--- src/design/csma_ca_backoff_controller_macros.svh ---
// ---------------------------------------------------------------------------
// CSMA/CA backoff controller assertion macros
// Shared concurrent assertion forms for the controller modules.
// ---------------------------------------------------------------------------
`ifndef CSMA_CA_BACKOFF_CONTROLLER_MACROS_SVH
`define CSMA_CA_BACKOFF_CONTROLLER_MACROS_SVH

// Property that must hold at every edge outside reset.
`define CBO_ASSERT(name, clk, rst_n, prop) \
  name: assert property (@(posedge clk) disable iff (!rst_n) (prop)) \
    else $error("cbo assertion failed");

// Consequent that must hold after the antecedent, as a non-overlapping implication.
`define CBO_ASSERT_NEXT(name, clk, rst_n, ante, cons) \
  name: assert property (@(posedge clk) disable iff (!rst_n) (ante) |=> (cons)) \
    else $error("cbo assertion failed");

`endif

--- src/design/cbo_pkg.sv ---
// ---------------------------------------------------------------------------
// CSMA/CA backoff controller package
// Payload types, configuration type and shared codes.
// ---------------------------------------------------------------------------
package cbo_pkg;

  typedef struct packed {
    logic        packet_waiting;
    logic        medium_busy;
    logic        collision_seen;
    logic [15:0] random_draw;
  } in_item_t;

  typedef struct packed {
    logic        tx_attempt;
    logic [1:0]  outcome;
    logic [3:0]  stage_now;
    logic [4:0]  retries_now;
    logic [11:0] window_left;
    logic [1:0]  phase_now;
  } out_item_t;

  typedef struct packed {
    logic [3:0] difs_slots;
    logic [3:0] retry_limit;
    logic [3:0] stage_limit;
  } cbo_cfg_t;

  localparam int unsigned CfgIdxW = 2;

  localparam logic [CfgIdxW-1:0] CFG_DIFS_SLOTS  = 2'd0;
  localparam logic [CfgIdxW-1:0] CFG_RETRY_LIMIT = 2'd1;
  localparam logic [CfgIdxW-1:0] CFG_STAGE_LIMIT = 2'd2;

  localparam logic [3:0] DIFS_SLOTS_RST  = 4'd5;
  localparam logic [3:0] RETRY_LIMIT_RST = 4'd7;
  localparam logic [3:0] STAGE_LIMIT_RST = 4'd5;

  localparam logic [1:0] OC_NONE    = 2'd0;
  localparam logic [1:0] OC_SENT    = 2'd1;
  localparam logic [1:0] OC_RETRY   = 2'd2;
  localparam logic [1:0] OC_DROPPED = 2'd3;

endpackage

--- src/design/cbo_window.sv ---
// ---------------------------------------------------------------------------
// CSMA/CA backoff window draw
// Scales a random draw by the stage window span to a slot count.
// ---------------------------------------------------------------------------
module cbo_window import cbo_pkg::*; #(
  parameter int unsigned MAX_STAGE = 10,
  parameter int unsigned DRAW_BITS = 16
) (
  input  logic [15:0] draw_i,
  input  logic [3:0]  stage_i,
  output logic [11:0] count_o
);

  localparam int unsigned DrawW    = (DRAW_BITS < 16) ? DRAW_BITS : 16;
  localparam logic [15:0] DrawMask = 16'((33'd1 << DrawW) - 33'd1);
  localparam logic [3:0]  MaxStage = 4'(MAX_STAGE);

  logic [3:0]  stage_c;
  logic [11:0] span;
  logic [27:0] prod;

  assign stage_c = (stage_i > MaxStage) ? MaxStage : stage_i;
  assign span    = 12'((13'd1 << (stage_c + 4'd2)) - 13'd1);
  assign prod    = 28'(draw_i & DrawMask) * 28'(span);
  assign count_o = 12'(prod >> DRAW_BITS) + 12'd1;

endmodule

--- src/design/cbo_core.sv ---
// ---------------------------------------------------------------------------
// CSMA/CA backoff controller core
// Per-tick access state machine: DIFS wait, countdown, transmit, retries.
// ---------------------------------------------------------------------------
`include "csma_ca_backoff_controller_macros.svh"

module cbo_core import cbo_pkg::*; #(
  parameter int unsigned MAX_STAGE = 10,
  parameter int unsigned DRAW_BITS = 16
) (
  input  logic      clk_i,
  input  logic      rst_ni,
  input  logic      step_i,
  input  in_item_t  item_i,
  input  cbo_cfg_t  cfg_i,
  output out_item_t result_o
);

  typedef enum logic [1:0] {
    PH_IDLE    = 2'd0,
    PH_DIFS    = 2'd1,
    PH_BACKOFF = 2'd2,
    PH_TX      = 2'd3
  } phase_e;

  localparam logic [3:0] MaxStage = 4'(MAX_STAGE);

  phase_e      phase_q, phase_d;
  logic [3:0]  idle_q, idle_d;
  logic [11:0] win_q, win_d;
  logic        wvalid_q, wvalid_d;
  logic [3:0]  stage_q, stage_d;
  logic [4:0]  retry_q, retry_d;
  logic        first_q, first_d;

  logic [11:0] draw_count;
  logic [3:0]  need;
  logic [3:0]  eff_limit;
  logic        tx;
  logic [1:0]  oc;

  cbo_window #(
    .MAX_STAGE(MAX_STAGE),
    .DRAW_BITS(DRAW_BITS)
  ) u_window (
    .draw_i (item_i.random_draw),
    .stage_i(stage_q),
    .count_o(draw_count)
  );

  assign need      = (cfg_i.difs_slots == 4'd0) ? 4'd1 : cfg_i.difs_slots;
  assign eff_limit = (cfg_i.stage_limit > MaxStage) ? MaxStage : cfg_i.stage_limit;

  always_comb begin
    phase_d  = phase_q;
    idle_d   = idle_q;
    win_d    = win_q;
    wvalid_d = wvalid_q;
    stage_d  = stage_q;
    retry_d  = retry_q;
    first_d  = first_q;
    tx       = 1'b0;
    oc       = OC_NONE;

    if (phase_q == PH_IDLE && item_i.packet_waiting) begin
      phase_d = PH_DIFS;
      idle_d  = '0;
    end

    unique case (phase_d)
      PH_DIFS: begin
        if (!item_i.packet_waiting) begin
          phase_d = PH_IDLE;
          idle_d  = '0;
        end else if (item_i.medium_busy) begin
          idle_d  = '0;
          first_d = 1'b1;
        end else begin
          idle_d = idle_d + 4'd1;
          if (idle_d >= need) begin
            idle_d = '0;
            if (!first_q) begin
              phase_d = PH_TX;
            end else begin
              if (!wvalid_q) begin
                win_d    = draw_count;
                wvalid_d = 1'b1;
              end
              phase_d = PH_BACKOFF;
            end
          end
        end
      end
      PH_BACKOFF: begin
        if (!item_i.packet_waiting) begin
          phase_d = PH_IDLE;
          idle_d  = '0;
        end else if (item_i.medium_busy) begin
          phase_d = PH_DIFS;
          idle_d  = '0;
        end else begin
          if (win_d != 12'd0) win_d = win_d - 12'd1;
          if (win_d == 12'd0) phase_d = PH_TX;
        end
      end
      PH_TX: begin
        tx = 1'b1;
        if (item_i.collision_seen) begin
          retry_d = retry_q + 5'd1;
          if (first_q) stage_d = stage_q + 4'd1;
          if (stage_d > eff_limit) stage_d = eff_limit;
          if (retry_d > {1'b0, cfg_i.retry_limit}) begin
            retry_d = '0;
            stage_d = '0;
            oc      = OC_DROPPED;
            phase_d = PH_IDLE;
          end else begin
            oc      = OC_RETRY;
            phase_d = PH_DIFS;
          end
        end else begin
          retry_d = '0;
          stage_d = '0;
          oc      = OC_SENT;
          phase_d = PH_IDLE;
        end
        first_d  = 1'b1;
        win_d    = '0;
        wvalid_d = 1'b0;
        idle_d   = '0;
      end
      default: begin
      end
    endcase
  end

  always_comb begin
    result_o.tx_attempt  = tx;
    result_o.outcome     = oc;
    result_o.stage_now   = stage_d;
    result_o.retries_now = retry_d;
    result_o.window_left = wvalid_d ? win_d : 12'd0;
    result_o.phase_now   = phase_d;
  end

  always_ff @(posedge clk_i or negedge rst_ni) begin
    if (!rst_ni) begin
      phase_q  <= PH_IDLE;
      idle_q   <= '0;
      win_q    <= '0;
      wvalid_q <= 1'b0;
      stage_q  <= '0;
      retry_q  <= '0;
      first_q  <= 1'b0;
    end else if (step_i) begin
      phase_q  <= phase_d;
      idle_q   <= idle_d;
      win_q    <= win_d;
      wvalid_q <= wvalid_d;
      stage_q  <= stage_d;
      retry_q  <= retry_d;
      first_q  <= first_d;
    end
  end

  `CBO_ASSERT(a_backoff_has_window, clk_i, rst_ni, (phase_q != PH_BACKOFF) || wvalid_q)
  `CBO_ASSERT(a_stage_bounded, clk_i, rst_ni, stage_q <= MaxStage)
  `CBO_ASSERT_NEXT(a_tx_sets_first, clk_i, rst_ni, step_i && (phase_q == PH_TX), first_q && !wvalid_q)

endmodule

--- src/design/csma_ca_backoff_controller.sv ---
// ---------------------------------------------------------------------------
// CSMA/CA backoff controller
// Slot-tick access controller with binary exponential backoff.
// ---------------------------------------------------------------------------
// Input channel: one slot tick per transfer (packet waiting, medium busy,
// collision, random draw). Output channel: one result per tick with the
// transmit flag, outcome, stage, retry count, window left and phase.
// A tick passes an input register and then a result register, from which
// its result can transfer once the receiver does not stall.
// One tick per cycle is sustained while the receiver does not stall;
// the per-tick state update is a single pass of logic on the input register.
// The window draw is one 16 x 12 multiply in that pass.
// When the receiver stalls, the result register holds; a further tick waits
// in the input register and the input stalls only when both are occupied.
// Configuration writes are registered and must be done while no tick is
// in flight. Reset restores the default registers (DIFS 5, retry limit 7,
// stage limit 5), clears all access state and empties both registers.
// ---------------------------------------------------------------------------
`include "csma_ca_backoff_controller_macros.svh"

module csma_ca_backoff_controller import cbo_pkg::*; #(
  parameter int unsigned MAX_STAGE = 10,
  parameter int unsigned DRAW_BITS = 16
) (
  input  logic               clk_i,
  input  logic               rst_ni,
  input  logic               cfg_we_i,
  input  logic [CfgIdxW-1:0] cfg_index_i,
  input  logic [3:0]         cfg_wdata_i,
  input  logic               in_valid_i,
  output logic               in_stall_o,
  input  in_item_t           in_item_i,
  output logic               out_valid_o,
  input  logic               out_stall_i,
  output out_item_t          out_item_o
);

  cbo_cfg_t  cfg_q;
  logic      in_valid_q, in_valid_d;
  in_item_t  in_item_q;
  logic      out_valid_q, out_valid_d;
  out_item_t out_item_q;
  out_item_t result;
  logic      advance;
  logic      accept;
  logic      step;

  assign advance    = !out_valid_q || !out_stall_i;
  assign in_stall_o = in_valid_q && !advance;
  assign accept     = in_valid_i && !in_stall_o;
  assign step       = in_valid_q && advance;

  always_comb begin
    in_valid_d = in_valid_q;
    if (advance) in_valid_d = 1'b0;
    if (accept) in_valid_d = 1'b1;
    out_valid_d = out_valid_q;
    if (advance) out_valid_d = in_valid_q;
  end

  always_ff @(posedge clk_i or negedge rst_ni) begin
    if (!rst_ni) begin
      cfg_q.difs_slots  <= DIFS_SLOTS_RST;
      cfg_q.retry_limit <= RETRY_LIMIT_RST;
      cfg_q.stage_limit <= STAGE_LIMIT_RST;
    end else if (cfg_we_i) begin
      unique case (cfg_index_i)
        CFG_DIFS_SLOTS:  cfg_q.difs_slots  <= cfg_wdata_i;
        CFG_RETRY_LIMIT: cfg_q.retry_limit <= cfg_wdata_i;
        CFG_STAGE_LIMIT: cfg_q.stage_limit <= cfg_wdata_i;
        default: begin
        end
      endcase
    end
  end

  always_ff @(posedge clk_i or negedge rst_ni) begin
    if (!rst_ni) begin
      in_valid_q  <= 1'b0;
      out_valid_q <= 1'b0;
    end else begin
      in_valid_q  <= in_valid_d;
      out_valid_q <= out_valid_d;
    end
  end

  always_ff @(posedge clk_i) begin
    if (accept) in_item_q <= in_item_i;
    if (step) out_item_q <= result;
  end

  cbo_core #(
    .MAX_STAGE(MAX_STAGE),
    .DRAW_BITS(DRAW_BITS)
  ) u_core (
    .clk_i   (clk_i),
    .rst_ni  (rst_ni),
    .step_i  (step),
    .item_i  (in_item_q),
    .cfg_i   (cfg_q),
    .result_o(result)
  );

  assign out_valid_o = out_valid_q;
  assign out_item_o  = out_item_q;

  `CBO_ASSERT(a_stall_needs_item, clk_i, rst_ni, !in_stall_o || (in_valid_q && out_valid_q))
  `CBO_ASSERT_NEXT(a_accept_fills, clk_i, rst_ni, accept, in_valid_q)
  `CBO_ASSERT_NEXT(a_step_fills_out, clk_i, rst_ni, step, out_valid_q)

endmodule

--- config.mk ---
export PLATFORM = sky130hd
export DESIGN_NAME = csma_ca_backoff_controller
export DESIGN_NICKNAME = d
export VERILOG_FILES = /design/src/design/cbo_pkg.sv /design/src/design/cbo_window.sv /design/src/design/cbo_core.sv /design/src/design/csma_ca_backoff_controller.sv
export VERILOG_INCLUDE_DIRS = /design/src /design/src/design
export SDC_FILE = /design/constraint.sdc
export NUM_CORES = 1
export LEC_CHECK = 0
export ABC_AREA = 1
export BUFFER_PORTS_ARGS = -buffer_cell sky130_fd_sc_hd__buf_4
export CORE_UTILIZATION = 55
export CTS_BUF_LIST = sky130_fd_sc_hd__clkbuf_4 sky130_fd_sc_hd__clkbuf_8
export CTS_CLUSTER_SIZE = 40
export DETAILED_ROUTE_END_ITERATION = 8
export GPL_ROUTABILITY_DRIVEN = 0
export PLACE_DENSITY_LB_ADDON = 0.12
export SLEW_MARGIN = 20
export SYNTH_ARGS = -nofsm -noshare
export SYNTH_HDL_FRONTEND = slang
export SYNTH_SLANG_ARGS = --single-unit
--- constraint.sdc ---
create_clock -name clk_i -period 9.55 [get_ports clk_i]
set_clock_uncertainty 0.1 [all_clocks]
set_input_delay 1.91 -clock clk_i [delete_from_list [all_inputs] [get_ports clk_i]]
set_output_delay 1.91 -clock clk_i [all_outputs]
set_load 0.01 [all_outputs]
---- Yosys cells after proc, flatten, opt, wreduce, memory -nomap -nowiden ----
Index checks and enable logic that the tools add are counted.
word-level totals
  flip-flop bits (word level) ............. 88
  bits of input ports ..................... 30
  output and inout bits ................... 28
  word-level logic and storage cells ...... 121
cells by class
  $add $sub $neg .......................... 7
  multiply operators ...................... 1
  magnitude comparators ................... 5
  eq/ne operators ......................... 7
  shift-type cells ........................ 1
  multiplexer cells ....................... 56
  reductions and logical operators ........ 21
operator list
  cell                                                                  number
  12-bit 2-to-1 mux                                                     11
  4-bit 2-to-1 mux                                                      16
  12-bit one-hot mux with 3 select lines                                1
  16-bit by 12-bit multiplier with 28-bit output                        1
  12-bit by 1-bit subtractor with 12-bit output, second input constant  2
  5-bit 2-to-1 mux                                                      3
  1-bit 2-to-1 mux                                                      14
  2-bit 2-to-1 mux                                                      7
  12-bit by 1-bit adder with 12-bit output, second input constant       1
  12-bit zero test                                                      1
  4-bit one-hot mux with 3 select lines                                 1
  12-bit nonzero test                                                   1
  1-bit by 4-bit << shifter with 12-bit output, first input constant    1
  4-bit by 1-bit adder with 4-bit output, second input constant         2
  4-bit greater-than comparator, second input constant                  2
  2-bit AND reduction                                                   4
  2-bit == test, second input constant                                  3
  2-bit one-hot mux with 3 select lines                                 1
  5-bit by 1-bit adder with 5-bit output, second input constant         1
  5-bit by 4-bit greater-than comparator with 1-bit output              1
  4-bit by 2-bit adder with 4-bit output, second input constant         1
  2-bit by 1-bit == test with 1-bit output, second input constant       2
  4-bit >= comparator                                                   1
  4-bit greater-than comparator                                         1
  other kinds (9)                                                       19

---- Logic depth before layout (Yosys ltp) ----
  word-level depth ........................ 13
  gate-level depth with buffers ........... 53
  mapped depth without buffers ............ 50

---- Cells and area by module ----
A second synthesis with hierarchy kept.
second synthesis, totals
  cell total of the unflattened synthesis .. 1,523
  area, all modules ....................... 11,636.2 um^2
by module, submodules not included
  module                      instances  cells an instance  area each (um^2)  sequential area each (um^2)
  cbo_window                  1          966                6,797.8           0.0
  cbo_core                    1          444                2,870.3           725.7
  csma_ca_backoff_controller  1          113                1,968.1           1,710.4

---- Worst setup path after synthesis ----
No wires, ideal clock.
  path type ............................... reg-to-reg
  start ................................... register u_core.stage_q[0]
  end ..................................... register out_item_q (netlist bit out_item_o[12]), data pin
  setup time .............................. 0.270 ns
  data arrival time ....................... 7.678 ns
  data required time ...................... 9.180 ns
  path slack .............................. 1.502 ns
  stages on the path, launching flop included .. 49
  buffers on the path ..................... 4
  period minus slack after synthesis ...... 8.048 ns
  cell sequence ........................... dfrtp_1 -> buf_2 -> inv_1 -> ha_1 -> inv_1 -> nand2_2 -> nand2_4 -> nand2_4 -> nand2_1 -> ha_1 -> xnor2_2 -> nand3_4 -> buf_6 -> clkbuf_1 -> ha_1 -> inv_1 -> nor2_1 -> nand2_1 -> [13 not listed] -> ha_1 -> nand2_1 -> nor2_2 -> inv_2 -> nor3_1 -> nand2_1 -> nand2_2 -> xor2_2 -> ha_1 -> inv_1 -> nor2_1 -> nand2_2 -> nor2_4 -> nand4_1 -> nand3_1 -> nand2_1 -> nand2_1 -> a31oi_1
on the way
  longest elaborated chain between the ends .. 13
ends and longest elaborated chain
  element                                             RTL line                          RTL
  start: declaration                                  cbo_core.sv:32                    logic [3:0] stage_q, stage_d;
  start signal: assignment                            cbo_core.sv:160                   stage_q <= stage_d;
  4-bit greater-than comparator                       cbo_window.sv:22                  assign stage_c = (stage_i > MaxStage) ? MaxStage : stage_i;
  4-bit 2-to-1 mux (*)                                cbo_window.sv:22
  4-bit by 2-bit adder with 4-bit output (*)          cbo_window.sv:23                  assign span = 12'((13'd1 << (stage_c + 4'd2)) - 13'd1);
  1-bit by 4-bit << shifter with 12-bit output (*)    cbo_window.sv:23
  12-bit by 1-bit subtractor with 12-bit output (*)   cbo_window.sv:23
  16-bit by 12-bit multiplier with 28-bit output (*)  cbo_window.sv:24                  assign prod = 28'(draw_i & DrawMask) * 28'(span);
  12-bit by 1-bit adder with 12-bit output (*)        cbo_window.sv:25                  assign count_o = 12'(prod >> DRAW_BITS) + 12'd1;
  12-bit 2-to-1 mux (*)                               cbo_core.sv:85                    if (!wvalid_q) begin
  12-bit 2-to-1 mux (*)                               cbo_core.sv:82                    if (!first_q) begin
  12-bit 2-to-1 mux (*)                               cbo_core.sv:80                    if (idle_d >= need) begin
  12-bit 2-to-1 mux (*)                               cbo_core.sv:75                    end else if (item_i.medium_busy) begin
  12-bit 2-to-1 mux (*)                               cbo_core.sv:72                    if (!item_i.packet_waiting) begin
  12-bit one-hot mux with 3 select lines (*)          cbo_core.sv:70                    unique case (phase_d)
  end signal: assignment                              csma_ca_backoff_controller.sv:89  if (step) out_item_q <= result;
  end: declaration                                    csma_ca_backoff_controller.sv:42  out_item_t out_item_q;
Mark *: on every way between the ends. The rest lies on a longest branch, timed or not.
A chain may end at the register's enable or synchronous reset.

---- Worst setup path in the final report ----
  start ................................... register u_core.stage_q[0]
  end ..................................... register u_core.win_q[8]
on the way
  longest elaborated chain between the ends .. 13
ends and longest elaborated chain
  element                                             RTL line          RTL
  4-bit greater-than comparator                       cbo_window.sv:22
  4-bit 2-to-1 mux (*)                                cbo_window.sv:22
  4-bit by 2-bit adder with 4-bit output (*)          cbo_window.sv:23
  1-bit by 4-bit << shifter with 12-bit output (*)    cbo_window.sv:23
  12-bit by 1-bit subtractor with 12-bit output (*)   cbo_window.sv:23
  16-bit by 12-bit multiplier with 28-bit output (*)  cbo_window.sv:24
  12-bit by 1-bit adder with 12-bit output (*)        cbo_window.sv:25
  12-bit 2-to-1 mux (*)                               cbo_core.sv:85
  12-bit 2-to-1 mux (*)                               cbo_core.sv:82
  12-bit 2-to-1 mux (*)                               cbo_core.sv:80
  12-bit 2-to-1 mux (*)                               cbo_core.sv:75
  12-bit 2-to-1 mux (*)                               cbo_core.sv:72
  12-bit one-hot mux with 3 select lines (*)          cbo_core.sv:70
  end signal: assignment                              cbo_core.sv:158   win_q <= win_d;
  end: declaration                                    cbo_core.sv:30    logic [11:0] win_q, win_d;
Marked as above.

==> impl_metrics.py <==
metrics = {
    "clock_network": {
        "htreeDepth": 3,
        "clock_sinks": 88,
        "holdBufCountCts": 0,
        "cts_buffers": 9,
        "cts.clk_slew.worst_paths_ns": 0.11,
        "clk_latency_ns": 0.39,
        "cts-root-buf": "clkbuf_8",
        "clk_path_buf_depth": 2,
        "cts_tree": "done",
    },
    "cells_and_area": {
        "seq_area_um2": 2440,
        "instances_no_fill": 1734,
        "syn_to_final_growth_pct": 7.35,
        "fillers": 1897,
        "multi_input_area_um2": 7560,
        "num_antenna_cells": 0,
        "drive_gt1_share_pct": 9.70,
        "nets": 1710,
    },
    "synth": {
        "syn_nets": 1680,
        "synth_top_area_share_pct": 24.6,
        "synth_area_um2": 11300,
        "synth_area_per_cell_um2": 7.92,
        "yosysTopAreaCell": "fa_1",
        "synth_warnings": 0,
        "synth-edff-count": 45,
        "synth.most_common_cell": "nand2_1",
        "synthArstFlopShare_pct": 48.9,
        "seq_area_frac_synth_pct": 21.5,
        "synth_cells": 1429,
        "ys.flop_type": "edfxtp_1",
        "synth-seq-cells": 88,
        "yosys-top-cells-count": "335 x nand2_1, 296 x inv_1, 139 x fa_1",
        "synth_area_leaders": "fa_1 25%, edfxtp_1 12%, nand2_1 11%",
        "synth.distinct_cells": 55,
    },
    "sta": {
        "min_period_over_period_pct": 92.4,
        "hold_viol": 0,
        "fin_setup_tns_ns": 0,
        "fin_crit_ns": 8.83,
        "max_slew_margin_pct": 36.5,
        "worst_pin_slew_ns": 0.952,
        "setup_viol": 0,
        "max_clock_freq_mhz": 113,
        "rsz0062_at_grt": "no",
        "slew_violations": 0,
    },
    "placed_design": {
        "portBuffers": 57,
        "dp.cells": 1718,
        "hpwl_mm": 21.8,
    },
    "die": {
        "die_w_um": 145,
        "start_util_pct": 55.9,
        "dieArea_um2": 21200,
        "die_h_um": 145,
        "coreArea_um2": 20200,
        "io_pins": 58,
        "rows": 52,
    },
    "detailed_routing": {
        "firstDrtPassIters": 5,
        "routed_via_density": 5.36,
        "ant_nets": 0,
        "drt_iter0_drc": 518,
        "drt_wl_total_mm": 27.2,
        "wl_per_cell_um": 15.7,
        "drc": 0,
        "dr_total_vias": 9291,
    },
    "global_route": {
        "groute.usage.overall_pct": 28.1,
        "antenna_found_initial": 1,
        "grt_pass1_wl_mm": 47.1,
        "grt_start_max_net_pins": 52,
        "grt_overflow": 0,
        "grt_pass1_vias": 9526,
    },
    "setup_path": {
        "critPathKind": "flip-flop to flip-flop",
        "crit_path_top_delay_cell": "fa_1",
        "critical_path.top_delay_family": "adder cells",
        "cp_data_required_time_ns": 9.70,
        "critPathBufInv": 9,
        "cp_max_fo": 10,
        "cp.arrival_ns": 8.98,
        "crit_path_max_incr_delay_ns": 0.54,
        "startpoint_type": "flip-flop",
        "crit_path_end_kind": "flip-flop",
    },
    "flow_run": {
        "cap_viol_max_count": 0,
    },
    "worst_hold_path": {
        "hold_class": "flip-flop to flip-flop",
    },
    "run_status": {
        "status": "completed",
    },
}
[metrics by stage]
step                      worst slack [ns]  hold slack [ns]  utilization (%)  area, um^2
final                                0.722            0.397             60.1       12200
after global routing                0.0382            0.433             60.1       12200
after CTS                            0.395            0.401             60.0       12100
after detailed placement             0.446            0.383             59.0       11900
after global placement               0.637            0.374             59.0       11900
after floorplan                       1.50            0.334                -       11300
[cells by family after synthesis]
kind of cell | share of synthesized area [%]
AOI/OAI and AO/OA | 9.21
xor gates and xnor gates | 1.96
adders and majority gates | 33.6
buffers and inverters | 11.8
DFF | 21.5
and+or+nand+nor | 21.8
[path summary, 6_finish.rpt]
kind	from	end	slack [ns]	cells after the start
worst min-delay path	in_valid_q$_DFFE_PN0P_	out_valid_o$_DFFE_PN0N_	0.40	2
worst max-delay path	u_core.stage_q[0]$_DFFE_PN0P_	u_core.win_q[8]$_DFFE_PN0P_	0.72	45
max in group asynchronous	rst_ni	u_core.stage_q[0]$_DFFE_PN0P_	7.50	1
min in group asynchronous	rst_ni	u_core.wvalid_q$_DFFE_PN0P_	1.42	1
worst max register to register	u_core.stage_q[0]$_DFFE_PN0P_	u_core.win_q[8]$_DFFE_PN0P_	0.72	45
worst min register to register	in_valid_q$_DFFE_PN0P_	out_valid_o$_DFFE_PN0N_	0.40	2
[routing by layer]
layer | track usage [%] | up-vias | part of all wire [%]
met4 | 12.5 | 0 | 3.6
met1 | 36.4 | 4464 | 43
met3 | 3.48 | 67 | 4.9
met2 | 47.4 | 261 | 49
li1 | - | 4499 | -
met5 | 0 | - | 0
[layout make-up]
type	count	area share, %
clock buffers	10	1.13
multi-input cells	990	62.2
clock inverters	6	0.443
flip-flops and latches	88	20.1
well taps	270	2.78
inverters	309	9.58
repair buffers	61	3.77
[cells in the final DEF (no fill, tap or decap), types with 4 or more instances in the layout]
| cell type | instances |
|---|---|
| o211ai_1 | 17 |
| nand3_4 | 4 |
| o21bai_1 | 5 |
| a21o_1 | 4 |
| nand2_4 | 4 |
| a21oi_1 | 45 |
| ha_1 | 82 |
| nor3_1 | 10 |
| nand2_1 | 335 |
| nor2_1 | 128 |
| xor2_2 | 4 |
| o21ai_1 | 10 |
| nor2_4 | 5 |
| a41oi_1 | 4 |
| dfstp_2 | 7 |
| fa_1 | 139 |
| dfrtp_1 | 35 |
| inv_2 | 10 |
| a31oi_1 | 14 |
| nand4_1 | 13 |
| buf_4 | 61 |
| nand3_1 | 41 |
| o22ai_1 | 10 |
| inv_1 | 295 |
| edfxtp_1 | 45 |
| o21ai_0 | 52 |
| clkbuf_8 | 10 |
| xor2_1 | 14 |
| nor4_1 | 5 |
| nand2_2 | 13 |
[registers in the layout, indices dropped and copies added (netlist names)]
register / count
u_core.win_q: 12
out_item_o: 26
cfg_q: 12
out_valid_o: 1
in_valid_q: 1
in_item_q: 19
u_core.phase_q: 2
u_core.idle_q: 4
u_core.first_q: 1
u_core.wvalid_q: 1
u_core.retry_q: 5
u_core.stage_q: 4
[repair_timing]
item | CTS | global route
endpoints found under the hold margin | 0 | 0
resized for setup | 0 | 5
endpoints found under the setup margin | 0 | 20
buffers inserted | 0 | 0
[tightest hold or removal path: stages, from the launching register on]
cell,delay (ns)
dfrtp_1,0.34
inv_1,0.08
nand2_1,0.07
Power is not shown: default switching activity piles up to over one toggle a cycle in this logic, so the estimate is an artifact.
